`config.mk`:
```
export PLATFORM = sky130hd
export DESIGN_NAME = awss_cordic_cell
export DESIGN_NICKNAME = d
export VERILOG_FILES = /design/src/rtl/core/awss_pkg.sv /design/src/rtl/core/awss_cordic_cell.sv
export SDC_FILE = /design/constraint.sdc
export NUM_CORES = 1
export LEC_CHECK = 0
export ABC_CLOCK_PERIOD_IN_PS = 4400
export CAP_MARGIN = 10
export CORE_UTILIZATION = 25
export CTS_CLUSTER_DIAMETER = 30
export CTS_CLUSTER_SIZE = 12
export DETAILED_ROUTE_END_ITERATION = 8
export DONT_BUFFER_PORTS = 1
export SLEW_MARGIN = 20
export SYNTH_ARGS = -nofsm -noshare
export SYNTH_HDL_FRONTEND = slang
export SYNTH_SLANG_ARGS = --single-unit
```
`constraint.sdc`:
```
create_clock -name clk -period 4.4 [get_ports clk]
set_input_delay 0.22 -clock clk [delete_from_list [all_inputs] [get_ports clk]]
set_output_delay 0.22 -clock clk [all_outputs]
set_load 0.05 [all_outputs]
```
`src/rtl/core/awss_pkg.sv`:
```
// Shared types and constants for the waveshaping saturator.
// Holds the CORDIC word format, the angle table and register indexes.
// No dependencies.
package awss_pkg;

  localparam int unsigned CW = 38;  // CORDIC datapath width, Q.30

  localparam logic signed [CW-1:0] Q30_ONE      = 38'sd1073741824;
  localparam logic signed [CW-1:0] Q30_ONE_K    = 38'sd652032874;
  localparam logic signed [CW-1:0] Q30_PI       = 38'sd3373259426;
  localparam logic signed [CW-1:0] Q30_HALF_PI  = 38'sd1686629713;
  localparam logic signed [CW-1:0] Q30_TWO_PI   = 38'sd6746518852;
  localparam logic signed [CW-1:0] Q30_FOUR_PI  = 38'sd13493037704;

  localparam logic signed [34:0] OUT_LIMIT = 35'sd83886080;

  localparam logic [1:0] REG_DRIVE_GAIN = 2'd0;
  localparam logic [1:0] REG_SHAPE_MODE = 2'd1;
  localparam logic [1:0] REG_WET_MIX    = 2'd2;

  localparam logic [2:0] MODE_ATAN    = 3'd0;
  localparam logic [2:0] MODE_SINE    = 3'd1;
  localparam logic [2:0] MODE_RECTIFY = 3'd2;
  localparam logic [2:0] MODE_QUARTER = 3'd3;

  // Values that ride alongside the rotation unchanged.
  typedef struct packed {
    logic [2:0]         mode;
    logic signed [23:0] s;
    logic [16:0]        w;
    logic signed [31:0] alt;
  } side_t;

  typedef struct packed {
    logic                  valid;
    logic                  vec;   // 1: vectoring (arctan), 0: rotation (sine)
    logic signed [CW-1:0]  cx;
    logic signed [CW-1:0]  cy;
    logic signed [CW-1:0]  z;
    side_t                 side;
  } cordic_t;

  // atan(2^-i) in Q.30, truncated.
  function automatic logic signed [CW-1:0] atan_q30(input int i);
    logic signed [CW-1:0] r;
    unique case (i)
      0:  r = 38'sh03243F6A8;
      1:  r = 38'sh01DAC6705;
      2:  r = 38'sh00FADBAFC;
      3:  r = 38'sh007F56EA6;
      4:  r = 38'sh003FEAB76;
      5:  r = 38'sh001FFD55B;
      6:  r = 38'sh000FFFAAA;
      7:  r = 38'sh0007FFF55;
      8:  r = 38'sh0003FFFEA;
      9:  r = 38'sh0001FFFFD;
      10: r = 38'sh0000FFFFF;
      11: r = 38'sh00007FFFF;
      12: r = 38'sh00003FFFF;
      13: r = 38'sh00001FFFF;
      14: r = 38'sh00000FFFF;
      15: r = 38'sh000007FFF;
      16: r = 38'sh000003FFF;
      17: r = 38'sh000001FFF;
      18: r = 38'sh000000FFF;
      19: r = 38'sh0000007FF;
      20: r = 38'sh0000003FF;
      21: r = 38'sh0000001FF;
      22: r = 38'sh0000000FF;
      23: r = 38'sh00000007F;
      24: r = 38'sh00000003F;
      25: r = 38'sh00000001F;
      26: r = 38'sh00000000F;
      27: r = 38'sh000000008;
      28: r = 38'sh000000004;
      29: r = 38'sh000000002;
      30: r = 38'sh000000001;
      default: r = '0;
    endcase
    return r;
  endfunction

endpackage

```
`src/rtl/core/awss_cordic_cell.sv`:
```
// One CORDIC micro-rotation with its output register.
// Depends on awss_pkg for the word format and the angle table.
module awss_cordic_cell #(
  parameter int STAGE = 0
) (
  input  logic              clk,
  input  logic              rst,
  input  awss_pkg::cordic_t din,
  output awss_pkg::cordic_t dout
);
  import awss_pkg::*;

  localparam logic signed [CW-1:0] ANGLE = atan_q30(STAGE);

  logic signed [CW-1:0] dx, dy;
  logic                 up;
  cordic_t              dout_next;

  // Arithmetic shift gives the floor of the scaled neighbor.
  assign dx = din.cy >>> STAGE;
  assign dy = din.cx >>> STAGE;
  // Vectoring drives y to zero; rotation drives the residual angle to zero.
  assign up = din.vec ? din.cy[CW-1] : ~din.z[CW-1];

  always_comb begin
    dout_next = din;
    if (up) begin
      dout_next.cx = din.cx - dx;
      dout_next.cy = din.cy + dy;
      dout_next.z  = din.z - ANGLE;
    end else begin
      dout_next.cx = din.cx + dx;
      dout_next.cy = din.cy - dy;
      dout_next.z  = din.z + ANGLE;
    end
  end

  always_ff @(posedge clk) begin
    dout <= dout_next;
    if (rst) begin
      dout.valid <= 1'b0;
    end
  end

endmodule

```
## Word level (Yosys, flattened, before mapping)

Index checks and enable logic that the tools add are counted.

- Flip-flop bits (word level): 192
- Input bits: 194
- Output and inout port bits: 192
- Logic and storage cells: 17

- Add/subtract/negate cells: 5
- Muxes and demuxes: 2
- Bitwise logic cells: 1

Operator list:

| cell | number |
|---|---|
| 114-bit 2-to-1 mux | 1 |
| 38-bit subtractor | 2 |
| 38-bit by 31-bit adder with 38-bit output, second input constant | 1 |
| 38-bit adder | 1 |
| 38-bit by 31-bit subtractor with 38-bit output, second input constant | 1 |
| 1-bit 2-to-1 mux | 1 |
| 1-bit inverter | 1 |

## Depth between registers and ports, before layout

Gate-level depths: netlist of the first run.

- Depth after elaboration: 3
- Gate-level depth with buffers: 20
- Mapped depth without buffers: 14

## Least setup slack after synthesis of the first run

No wires, ideal clock.

- Path type: input-to-reg
- Start point: in din[113] (netlist name)
- End point: reg dout[107] (netlist name)
- Library setup time: 0.072 ns
- Arrival time: 4.608 ns
- Data required time: 4.328 ns
- Setup slack: -0.280 ns
- Stages: 19
- Buffers on the path: 5
- Cells stage by stage: nor2_2 -> nor2_4 -> inv_2 -> clkbuf_1 -> clkbuf_1 -> clkbuf_1 -> clkbuf_1 -> ha_1 -> clkbuf_1 -> a211o_1 -> a31o_1 -> a221oi_1 -> o21ai_1 -> a21oi_2 -> o21ai_2 -> maj3_1 -> a21o_1 -> a41oi_1 -> xnor2_1

RTL lines:

| item | RTL line | RTL |
|---|---|---|
| start: declaration | awss_cordic_cell.sv:8 | `input awss_pkg::cordic_t din,` |
| end signal: assignment | awss_cordic_cell.sv:39 | `dout <= dout_next;` |
| end: declaration | awss_cordic_cell.sv:9 | `output awss_pkg::cordic_t dout` |

==> results of run 1 <==
metal layers:
layer  vias to the layer above  part of all wire  wire length, µm
li1                       5357                 -                -
met1                      5420              0.42            19700
met2                       545              0.47            22100
met3                        59             0.084             3920
met4                         0             0.024             1110
met5                         -                 0                0
layout by cell type, fill, tap and decap left out, types with 5 or more instances in the layout:
cell type	count
nand2b_1	10
inv_1	115
buf_4	14
nor2b_1	22
a21o_1	34
a31o_2	5
and3_1	5
xnor2_1	96
o21a_1	9
nor3_1	28
and2_1	10
inv_12	5
a2111oi_0	7
xor2_1	20
dlygate4sd3_1	106
a221oi_1	7
o211ai_1	10
nor2_1	139
ha_1	131
nand3_1	22
a31oi_1	16
dfxtp_1	191
a211oi_1	13
o2111ai_1	6
o21ai_0	85
a21boi_0	8
a21oi_1	162
o31ai_1	12
clkbuf_16	17
nor4_1	8
o21ai_1	15
a311oi_1	7
nand4_1	9
o21bai_1	28
nand2_1	97
or3_1	15
mux2i_1	8
power by group:
| part | switching (mW) | total (mW) | internal, mW |
|---|---|---|---|
| Clock | 0.910 | 1.72 | 0.809 |
| Combinational | 0.908 | 1.48 | 0.576 |
| Sequential | 1.22 | 3.24 | 2.03 |
worst paths after layout:
kind,startpoint,end,slack (ns)
setup / recovery,din[153],dout[142],0.64
hold / removal,din[88],dout[89],0.02
layout make-up:
class                           count  area, µm²
Sequential cell                   191       3820
Fill cell                        5067      33400
Antenna cell                        2       5.00
Inverter                          120        450
Timing Repair Buffer              120       1170
Tap cell                          615        769
Clock inverter                     15        226
Clock buffer                       17        425
Multi-Input combinational cell   1121       7650
stage by stage:
step | setup slack (ns) | hold WS, ns
floorplan | 0.0276 | 0.248
global placement | 0.495 | 0.248
detailed placement | 0.520 | 0.248
CTS | 0.781 | 0.00670
global route | 0.454 | 0.0107
finish | 0.639 | 0.0214
cell families (layout without fill, tap and decap cells):
kind of cell	Yosys count	in the layout	synth area share
buf+inv	191	272	0.0610
other cells	0	2	0
xor+xnor	116	116	0.0832
simple gates	385	385	0.146
fa+ha+maj	136	136	0.141
compound gates	475	475	0.248
mux	9	9	0.00748
flops	191	191	0.313
what timing repair did:
item                      CTS  global route
hold buffers              106             0
setup buffers               0             0
hold endpoints to repair  102             0
==> flow_summary.json, run 1 <==
{
  "busiest_layer": "met2",
  "yosysTopAreaCellShare": 0.313,
  "hold_depth": 2,
  "crit_top_cell": "o21ai_1",
  "finalCritPeriodShare": 0.855,
  "critPathTopFamily": "compound AO/OA/AOI/OAI gates",
  "grt_overflow": 0,
  "rsz0062_at_grt": "no",
  "cts_tree": "yes",
  "use_met1": 0.229,
  "max_stage_delay_ns": 0.71,
  "initial_core_util": 0.255,
  "fin_cells": 2201,
  "numCtsBuffers": 17,
  "tns_ns": 0,
  "crit_chain": "dlygate4sd3_1, fa_1, nor2b_1, o21ai_1, a221oi_1, o21ai_1, o31ai_1, a211o_1, a211oi_1, o21ai_1, o21ai_1, xnor2_1",
  "top_register": "dout",
  "synthTopCellsByArea": "dfxtp_1 (31%), ha_1 (13%), xnor2_1 (6.9%), a21oi_1 (6.6%), nor2_1 (4.3%)",
  "worst_setup_path_end_kind": "flip-flop",
  "worstSetupPathType": "in -> reg",
  "cts-root-buf": "clkbuf_16",
  "ir_drop_mv": 0.278,
  "use_met2": 0.312,
  "grt_pass1_wl_um": 70000,
  "vias": 11400,
  "avgViaCountPerCell": 5.17,
  "htreeDepth": 4,
  "place_area_um2": 12800,
  "p_total_mw": 6.45,
  "fin_area_um2": 14500,
  "ys_seq_area_frac": 0.313,
  "largest_reg_flops": 191,
  "synth_common_cells": "dfxtp_1 (191), a21oi_1 (162), nor2_1 (139)",
  "max_cap_violations": 0,
  "grt_use_total": 0.187,
  "ys_ff_latch": 191,
  "clock.fmax_mhz": 266,
  "synthFlopType": "dfxtp_1",
  "synth-async-reset-ratio": 0,
  "grt_pass1_vias": 11100,
  "io_buffers": 0,
  "synth_nets": 1831,
  "final-max-slew-violation-count": 0,
  "hpwl_um": 36800,
  "netlist_area_um2": 12200,
  "cts_resized": 0,
  "cp_num_buf_inv": 1,
  "grt_max_degree": 71,
  "cp_data_required_time_ns": 4.78,
  "synthDistinctLibCells": 85,
  "syn_inst": 1503,
  "antenna_found_initial": 1,
  "detail-route-antenna-nets": 0,
  "crit_cells": 12,
  "yosys.cell_count.top_type": "dfxtp_1",
  "reg_top3": "dout (191)",
  "max-slew-margin-rel": 0.347,
  "hold_viol": 0,
  "drive_above_1_share": 0.0455,
  "slowest_stage": "a221oi_1",
  "hp-class": "in -> reg",
  "setup_violations": 0,
  "dr.pass1.iters": 5,
  "rows": 80,
  "grtUsageMet3": 0.0503,
  "wl_per_cell_um": 21.3,
  "power_density_nw_per_um2": 444,
  "nNetsFinal": 1899,
  "core_um2": 47900,
  "fin_crit_ns": 3.76,
  "route.detailed.drc": 0,
  "synthToLayoutAreaGrowth_pct": 18.8,
  "synth_edf_count": 0,
  "syn_avg_cell_area_um2": 8.13,
  "drt_iter0_markers": 1064,
  "status": "complete, no violations",
  "leakage_nw": 6.14,
  "routed_wl_um": 46900,
  "critPathArrivalTime_ns": 4.14,
  "die_h_um": 223,
  "worstSetupStartpointType": "input pin",
  "io_pins": 386,
  "clock_sinks": 191,
  "path_max_fanout": 5,
  "routabilityCongestion": 0.935,
  "clockBufferDepth": 2,
  "die_w_um": 223,
  "die-area_um2": 49700,
  "worstMarginPinSlew_ns": 0.955,
  "yosysWarnings": 0,
  "utilization": 0.303,
  "synth.largest_area_cell": "dfxtp_1",
  "clkTransAtPathRegs_ns": 0.09,
  "placedCellCount": 2061
}
No activity file was read; power rests on OpenSTA's default activity.
==> inputs of run 2 (changes only) <==
--- a/config.mk
+++ b/config.mk
@@ -8,5 +8,5 @@
 export ABC_CLOCK_PERIOD_IN_PS = 4400
 export CAP_MARGIN = 10
-export CORE_UTILIZATION = 25
+export CORE_UTILIZATION = 40
 export CTS_CLUSTER_DIAMETER = 30
 export CTS_CLUSTER_SIZE = 12
==> constraint.sdc (replaced) <==
create_clock -name clk -period 4.4 [get_ports clk]
set_input_delay 0.22 -clock clk [delete_from_list [all_inputs] [get_ports clk]]
set_output_delay 0.22 -clock clk [all_outputs]
set_load 0.02 [all_outputs]
==> run 2 against run 1 <==
- clock-buffer cell count up 1
- sequential share of layout area up 0.85 points
- power shrank 13%
- utilization is 17 points higher
- first-iteration DRC count is 2.2% lower
- critical path type unchanged
- critical endpoint is now dout[150]
==> flow_summary.json, run 2 (synthesized netlist as in run 1, its figures left out) <==
{
  "tns_ns": 0,
  "finalHoldWorstSlack_ns": 0.0160,
  "wl_per_cell_um": 22.8,
  "vias": 11300,
  "avgViaCountPerCell": 5.74,
  "clkTransAtPathRegs_ns": 0.09,
  "rsz0062_at_grt": "no",
  "place_area_um2": 12500,
  "rows": 63,
  "hpwl_um": 34600,
  "grt_use_total": 0.279,
  "max_cap_violations": 0,
  "hold_buffers": 96,
  "hp-class": "in -> reg",
  "grt_pass1_vias": 10800,
  "die_h_um": 177,
  "routed_wl_um": 44800,
  "finalCritPeriodShare": 0.780,
  "die_w_um": 177,
  "clock_sinks": 191,
  "final_cell_mix": "dfxtp_1 (191), a21oi_1 (162), nor2_1 (139)",
  "leakage_nw": 6.05,
  "worstHoldStart": "din[91]",
  "max-slew-margin-rel": 0.438,
  "critPathArrivalTime_ns": 3.84,
  "top_register": "dout",
  "nNetsFinal": 1884,
  "clock.fmax_mhz": 291,
  "cts_tree": "yes",
  "fin_area_um2": 14100,
  "dr.pass1.iters": 6,
  "grt_pass1_wl_um": 65500,
  "power_density_nw_per_um2": 400,
  "fin_crit_ns": 3.43,
  "reg_top3": "dout (191)",
  "worst_setup_path_end_kind": "flip-flop",
  "worstMarginPinSlew_ns": 0.821,
  "grt_max_degree": 73,
  "cp-startpoint": "din[152]",
  "worstSetupPathType": "in -> reg",
  "setup_ws_ns": 0.967,
  "hold_viol": 0,
  "ir_drop_mv": 0.292,
  "clockBufferDepth": 2,
  "initial_core_util": 0.409,
  "worstSetupStartpointType": "input pin",
  "cts-root-buf": "clkbuf_16",
  "status": "complete, no violations",
  "routabilityCongestion": 0.936,
  "numCtsBuffers": 17,
  "final_common_cell": "dfxtp_1",
  "core_um2": 29900,
  "path_max_fanout": 5,
  "detail-route-antenna-nets": 0,
  "htreeDepth": 4,
  "drive_above_1_share": 0.0427,
  "io_pins": 386,
  "final-max-slew-violation-count": 0,
  "post_cts_buffers": 0,
  "route.detailed.drc": 0,
  "cp_data_required_time_ns": 4.80,
  "setup_violations": 0,
  "synthToLayoutAreaGrowth_pct": 15.1,
  "drt_iter0_markers": 1041,
  "grt_overflow": 0,
  "io_buffers": 0,
  "dpl_worst_slack_ns": 0.796,
  "cts_resized": 0,
  "antenna_found_initial": 7,
  "largest_reg_flops": 191,
  "die-area_um2": 31200
}
[run 2: critical path, stage by stage]
cell and delay (ns):
dlygate4sd3_1 0.55, ha_1 0.22, fa_1 0.41, nor2b_1 0.20
o21ai_1 0.12, a31oi_1 0.42, o31ai_1 0.25, o21ai_1 0.17
buf_4 0.17, a21oi_1 0.08, a221oi_1 0.48, a2111oi_0 0.20
a21oi_1 0.19, xor2_1 0.15
[run 2: path summary, 6_finish.rpt]
check,to,slack (ns),cells past startpoint
setup / recovery,dout[150],0.97,14
hold / removal,dout[91],0.02,2
[run 2: layout make-up]
| type | instances | area (µm²) |
|---|---|---|
| fillers | 2853 | 15800 |
| multi-input cells | 1121 | 7650 |
| flip-flops and latches | 191 | 3820 |
| repair buffers | 105 | 1030 |
| well taps | 390 | 488 |
| inverters | 120 | 450 |
| clock buffers | 18 | 439 |
| clock inverters | 14 | 176 |
| diodes | 3 | 7.51 |
[run 2: routing by layer]
layer | vias up | wire [µm] | track usage
li1 | 5347 | - | -
met1 | 5303 | 18700 | 0.344
met3 | 74 | 3670 | 0.0711
met5 | - | 45 | 0
met2 | 537 | 21000 | 0.461
met4 | 6 | 1370 | 0.111
[run 2: where the power goes]
part	switching, mW	internal, mW	total, mW
clock	0.829	0.790	1.62
sequential	0.536	2.03	2.57
combinational	0.869	0.565	1.43
total	2.23	3.39	5.62
[run 2: per-stage QoR]
step | power, mW | util | cells
after floorplan | 3.53 | - | 1503
after global placement | 3.95 | 0.418 | 1831
after detailed placement | 3.93 | 0.418 | 1831
after CTS | 5.63 | 0.470 | 1959
after global routing | 5.86 | 0.470 | 1960
final | 5.62 | 0.471 | 1962
